### src/design/ktm_pkg.sv
// Package for the keyword table match block: payload structs, operation codes
// and default sizes. It has no dependencies. Every other design file uses it.
`default_nettype none

package ktm_pkg;

   // Default table sizes. The top level passes these down as parameters.
   localparam int MAX_KEYWORDS_DEF = 64;
   localparam int MAX_CHARS_DEF    = 8;

   // Field widths fixed by the interface
   localparam int SLOT_W   = 6;
   localparam int POSN_W   = 3;
   localparam int CHAR_W   = 8;
   localparam int LEN_W    = 4;
   localparam int COUNT_W  = 7;
   localparam int INDEX_W  = 6;

   // Operation codes
   localparam logic OP_LOAD  = 1'b0;
   localparam logic OP_QUERY = 1'b1;

   typedef struct packed {
      logic              operation;
      logic [SLOT_W-1:0] slot;
      logic [POSN_W-1:0] position;
      logic [CHAR_W-1:0] char_value;
      logic              last;
   } req_type;

   typedef struct packed {
      logic               found;
      logic [INDEX_W-1:0] match_index;
   } rsp_type;

   // Write request into the keyword table
   typedef struct packed {
      logic              en;
      logic [SLOT_W-1:0] slot;
      logic [POSN_W-1:0] position;
      logic [CHAR_W-1:0] char_value;
      logic              last;
   } load_type;

endpackage

`default_nettype wire

### src/design/ktm_search.sv
// Search sequencer: holds the query bytes, shifts them out one byte a cycle
// against the table read data, and walks the slots. Depends on ktm_pkg.
`default_nettype none

module ktm_search #(
   parameter int MAX_KEYWORDS = ktm_pkg::MAX_KEYWORDS_DEF,
   parameter int MAX_CHARS    = ktm_pkg::MAX_CHARS_DEF,
   localparam int IDX_W = (MAX_KEYWORDS > 1) ? $clog2(MAX_KEYWORDS) : 1,
   localparam int POS_W = (MAX_CHARS > 1) ? $clog2(MAX_CHARS) : 1
) (
   input  wire logic                          clock,
   input  wire logic                          reset,
   input  wire logic                          accept,
   input  wire ktm_pkg::req_type              req,
   input  wire logic [ktm_pkg::COUNT_W-1:0]   kw_count,
   input  wire logic [ktm_pkg::CHAR_W-1:0]    rd_char,
   input  wire logic [ktm_pkg::LEN_W-1:0]     rd_len,
   output logic [IDX_W-1:0]                   rd_slot,
   output logic [POS_W-1:0]                   rd_pos,
   output logic                               busy,
   output logic                               rsp_valid,
   output ktm_pkg::rsp_type                   rsp
);

   localparam int CUR_W = $clog2(MAX_KEYWORDS + 1);

   typedef enum logic [2:0] {
      ST_IDLE = 3'b001,
      ST_PREP = 3'b010,
      ST_SCAN = 3'b100
   } state_type;

   state_type                  state_ff, state_in;
   logic [CUR_W-1:0]           cur_ff, cur_in;
   logic [POS_W-1:0]           byte_ff, byte_in;
   logic [ktm_pkg::LEN_W-1:0]  qlen_ff, qlen_in;
   logic [ktm_pkg::CHAR_W-1:0] qry_ff   [MAX_CHARS];
   logic [ktm_pkg::CHAR_W-1:0] shift_ff [MAX_CHARS];
   logic [ktm_pkg::CHAR_W-1:0] shift_in [MAX_CHARS];
   logic                       rsp_valid_ff;
   ktm_pkg::rsp_type           rsp_ff;

   logic [CUR_W-1:0]           limit;
   logic [CUR_W-1:0]           cur_nx;
   logic [CUR_W+5:0]           cur_x;
   logic [POS_W+2:0]           pos_x;
   logic                       pos_ok;
   logic                       too_long;
   logic                       len_ok;
   logic                       byte_ok;
   logic                       last_byte;
   logic                       done;
   logic                       hit;

   assign pos_x    = {{POS_W{1'b0}}, req.position};
   assign pos_ok   = ({29'b0, req.position} < MAX_CHARS);
   assign too_long = ({28'b0, qlen_ff} > MAX_CHARS);
   assign cur_nx   = cur_ff + 1'b1;
   assign cur_x    = {6'b0, cur_ff};
   assign len_ok   = (rd_len == qlen_ff);
   assign byte_ok  = (rd_char == shift_ff[0]);
   assign last_byte = ({{(ktm_pkg::LEN_W-POS_W){1'b0}}, byte_ff} == (qlen_ff - 4'd1));

   always_comb begin
      if ({25'b0, kw_count} > MAX_KEYWORDS) begin
         limit = CUR_W'(MAX_KEYWORDS);
      end else begin
         limit = CUR_W'(kw_count);
      end
   end

   always_comb begin
      state_in = state_ff;
      cur_in   = cur_ff;
      byte_in  = byte_ff;
      qlen_in  = qlen_ff;
      shift_in = shift_ff;
      rd_slot  = cur_ff[IDX_W-1:0];
      rd_pos   = byte_ff;
      done     = 1'b0;
      hit      = 1'b0;
      case (state_ff)
         ST_IDLE: begin
            if (accept && (req.operation == ktm_pkg::OP_QUERY) && req.last) begin
               qlen_in  = {1'b0, req.position} + 4'd1;
               state_in = ST_PREP;
            end
         end
         ST_PREP: begin
            if (too_long || (limit == '0)) begin
               done     = 1'b1;
               state_in = ST_IDLE;
            end else begin
               cur_in   = '0;
               byte_in  = '0;
               shift_in = qry_ff;
               rd_slot  = '0;
               rd_pos   = '0;
               state_in = ST_SCAN;
            end
         end
         ST_SCAN: begin
            if (((byte_ff == '0) && !len_ok) || !byte_ok) begin
               // Advance to the next slot, or give up at the end of the table
               if (cur_nx >= limit) begin
                  done     = 1'b1;
                  state_in = ST_IDLE;
               end else begin
                  cur_in   = cur_nx;
                  byte_in  = '0;
                  shift_in = qry_ff;
                  rd_slot  = cur_nx[IDX_W-1:0];
                  rd_pos   = '0;
               end
            end else if (last_byte) begin
               done     = 1'b1;
               hit      = 1'b1;
               state_in = ST_IDLE;
            end else begin
               byte_in = byte_ff + 1'b1;
               for (int i = 0; i < MAX_CHARS - 1; i++) begin
                  shift_in[i] = shift_ff[i+1];
               end
               shift_in[MAX_CHARS-1] = '0;
               rd_pos = byte_ff + 1'b1;
            end
         end
         default: begin
            state_in = ST_IDLE;
         end
      endcase
   end

   always_ff @(posedge clock) begin
      if (reset) begin
         state_ff     <= ST_IDLE;
         rsp_valid_ff <= 1'b0;
         qlen_ff      <= '0;
      end else begin
         state_ff     <= state_in;
         rsp_valid_ff <= done;
         qlen_ff      <= qlen_in;
      end
   end

   // Query bytes start at zero and are overwritten one position at a time
   always_ff @(posedge clock) begin
      if (reset) begin
         for (int i = 0; i < MAX_CHARS; i++) begin
            qry_ff[i] <= '0;
         end
      end else if (accept && (req.operation == ktm_pkg::OP_QUERY) && pos_ok) begin
         qry_ff[pos_x[POS_W-1:0]] <= req.char_value;
      end
   end

   always_ff @(posedge clock) begin
      cur_ff   <= cur_in;
      byte_ff  <= byte_in;
      shift_ff <= shift_in;
      if (done) begin
         rsp_ff.found       <= hit;
         rsp_ff.match_index <= hit ? cur_x[5:0] : '0;
      end
   end

   assign busy      = (state_ff != ST_IDLE);
   assign rsp_valid = rsp_valid_ff;
   assign rsp       = rsp_ff;

endmodule

`default_nettype wire

### config.mk
export PLATFORM = sky130hd
export DESIGN_NAME = ktm_search
export DESIGN_NICKNAME = d
export VERILOG_FILES = /design/src/design/ktm_pkg.sv /design/src/design/ktm_search.sv
export SDC_FILE = /design/constraint.sdc
export NUM_CORES = 1
export LEC_CHECK = 0
export BUFFER_PORTS_ARGS = -buffer_cell sky130_fd_sc_hd__clkbuf_2
export CAP_MARGIN = 20
export CORE_MARGIN = 3
export CORE_UTILIZATION = 45
export CTS_BUF_LIST = sky130_fd_sc_hd__clkbuf_4
export CTS_CLUSTER_DIAMETER = 50
export DETAILED_ROUTE_END_ITERATION = 6
export GPL_ROUTABILITY_DRIVEN = 1
export PLACE_DENSITY = 0.63
export SLEW_MARGIN = 5
export SYNTH_ARGS = -nofsm -noshare
export SYNTH_HDL_FRONTEND = slang
export SYNTH_SLANG_ARGS = --single-unit
### constraint.sdc
create_clock -name clock -period 3.4 [get_ports clock]
set_input_delay 0.34 -clock clock [delete_from_list [all_inputs] [get_ports clock]]
set_output_delay 0.34 -clock clock [all_outputs]
set_load 0.005 [all_outputs]
==> reports/metrics.csv <==
metric;value;unit
clk sinks;153;
syn_nets;595;
RSZ-0062 raised after global routing;yes;
status;complete, but fails checks;
crit path DAT;3100;ps
worst hold start;reset;
ys async rst share;0;
clock root cell;clkbuf_4;
Hold Path Class;primary input to flip-flop;
Post-DP HPWL;7839;µm
via count;4116;
final hold slack;138.0;ps
crit-path max cell delay;430;ps
Post-Route WL;12530;µm
top-area cell type share of the netlist area;0.3503;
Cells after Synth;541;
GRT Util Overall;0.1581;
Final WS setup;-37.25;ps
Yosys cell types;50;
Critical Path Source Type;flip-flop;
die height;127.9;µm
Starting Density;0.4708;
number of nets in the layout;656;
port bufs;52;
core area;0.01420;mm²
final period utilization;1.011;
Peak Freq;0.2909;GHz
die area;0.01636;mm²
Reg clk slew, reported paths;120;ps
Critical Path Slowest Stage Cell;edfxtp_1;
Synth Cell Area;0.006686;mm²
total power;3190;µW
Max FO, Critical Path;4;
clock tree from TritonCTS;yes;
initial antenna violation count;0;
DP Worst Slack;293.4;ps
final instance area;0.007661;mm²
clock latency at the later pin of the worst-skew pair;530;ps
drt wl/cell;15.76;µm
fin crit period;3437;ps
area delta synth->final;14.58;%
Cell Chain, Critical Path;and3_1, and3_4, xor2_4, ha_4, nand4_1, o21ai_4, buf_6, nor2_2, a21o_2, o31ai_4, clkbuf_2;
largest net degree at the start of global routing;65;
worst vdd ir;0.1640;mV
die extent in x;127.9;µm
DR pass1 iterations;5;
Slew @ Worst Pin;882.9;ps
PD cells;416.4;mW/mm²
Area after DPL;0.007117;mm²
first-pass GRT wire length;20700;µm
EDFF count, synth;78;
Clock Skew;21.02;ps
Ys Warns;0;
Crit path required time;3060;ps
antenna diode count;0;
CP bufs+invs;2;
hold_buf cts;0;
Seq/Total Area, Yosys;0.5749;
Pins Over Slew Limit;0;
1st-iter DRT viols;302;
flops & latches, synth;153;
Rows;43;
Synth area leader;edfxtp_1;
Num CTS Buffers;17;
gpl congestion;0.8045;
H-tree lvl count;4;
vias in the first global route;4134;
RR Startpoint;cur_ff[4]$_SDFFCE_PN0P_;
CTS max path bufs;2;
Crit. End Element;output port;
Final setup viols;4;
leading post-synthesis cells by cell area;edfxtp_1 35%, dfxtp_1 22%, mux2i_1 9.7%;
final hold viol count;0;
post-route ant nets;0;
Ports;59;
total gr overflow;0;
Static Leak;0.003050;µW
drt drc;0;
Critical Path Source;cur_ff[4]$_SDFFCE_PN0P_;
Syn Area/Cell;12.36;µm²
Finished Core Util;0.5394;
via/cell ratio;5.177;
failing checks;negative setup slack;
share of layout cells above drive strength 1;0.3138;
CP top delay family;compound AO/OA/AOI/OAI gates;
max_slew headroom;0.4092;
WS Path Type;flip-flop to output port;
Max-Cap Viols;0;
Synth Flop Type;edfxtp_1;
-- synth_stat cells, types with 4 or more instances --
cell,instances
clkbuf_1,24
mux2i_1,65
nand3_1,12
and2_1,7
dfxtp_1,75
nand2_1,11
nor2_1,79
buf_6,5
xor2_1,20
edfxtp_1,78
o21ai_0,9
nor2b_1,10
nor4_1,4
ha_1,13
and3_1,5
mux2_2,57
nand4_1,4
inv_1,12
-- state kept, by name, indices dropped and copies added, names as in the netlist --
signal / count
rsp: 7
state_ff: 3
qry_ff: 64
cur_ff: 7
qlen_ff: 4
shift_ff: 64
byte_ff: 3
rsp_valid: 1
-- final cells by class --
type                    count  area, µm²
clock buffers              20      150.1
clock inverters            12      123.9
fillers                  1208       6543
inverters                  12      45.04
multi-input cells         343       2808
flip-flops and latches    153       3844
well taps                 180      225.2
repair buffers             75      465.4
-- kinds of logic after synthesis --
logic type	synth area share
buf+inv	0.03312
xor+xnor	0.02751
flops	0.5749
compound gates	0.03817
mux	0.1933
fa+ha+maj	0.02433
simple gates	0.1087
-- timing repair --
| action | CTS | global route |
|---|---|---|
| gates resized for setup | 22 | 8 |
| endpoints found under the hold margin | 0 | 0 |
| setup buffers | 9 | 3 |
| gates cloned | 1 | 0 |
| setup endpoints to repair | 9 | 9 |
| pin swaps | 10 | 9 |
-- power breakdown --
| group | total (µW) | leakage [µW] | switching [µW] | internal [µW] |
|---|---|---|---|---|
| Clock | 1070 | 0.000149 | 611 | 458 |
| Sequential | 1950 | 0.00136 | 9.93 | 1940 |
| Combinational | 173 | 0.00155 | 98.1 | 74.4 |
| Total | 3190 | 0.00305 | 719 | 2470 |
-- per-stage QoR --
stage	TNS [ps]	cells
global placement	0	750
CTS	-104.6	792
finish	-79.39	795
floorplan	0	541
global route	-1083	795
detailed placement	0	750
-- routing by layer --
metal  track usage  share of wire  vias up  wire length, µm
met2        0.2446           0.48       87             5971
met4       0.05119         0.0069        0               87
li1              -              -     2049                -
met5             0              0        -                0
met3       0.04542          0.044        6              552
met1        0.2152           0.47     1974             5915
-- layout by cell type, fill, tap and decap left out, drive strengths merged, types with 3 or more instances in the layout --
| cell type | Yosys | routed |
|---|---|---|
| nor2 | 80 | 80 |
| edfxtp | 78 | 78 |
| dfxtp | 75 | 75 |
| clkbuf | 25 | 71 |
| mux2i | 65 | 65 |
| mux2 | 57 | 57 |
| buf | 9 | 24 |
| xor2 | 20 | 20 |
| inv | 12 | 14 |
| ha | 13 | 13 |
| nand3 | 12 | 12 |
| nand2 | 11 | 11 |
| nor2b | 10 | 10 |
| o21ai | 9 | 9 |
| and2 | 8 | 8 |
| and3 | 6 | 6 |
| clkinv | 0 | 6 |
| nor4 | 4 | 4 |
| nand4 | 4 | 4 |
| nor3 | 4 | 4 |
| or3 | 3 | 4 |
| nand2b | 3 | 3 |
| a211oi | 3 | 3 |
| a21o | 3 | 3 |
| a31oi | 3 | 3 |
| o31ai | 3 | 3 |
-- path summary, 6_finish.rpt --
kind	end	slack, ps	cells after the start
setup / recovery	rd_pos[0]	-40	11
hold / removal	qlen_ff[3]$_SDFFE_PP0P_	140	2
setup reg to reg	shift_ff[45]$_DFFE_PP_	230	13
hold reg to reg	qry_ff[3]$_SDFFE_PP0P_	500	2
Note: power is estimated with default switching activity, not from simulation.
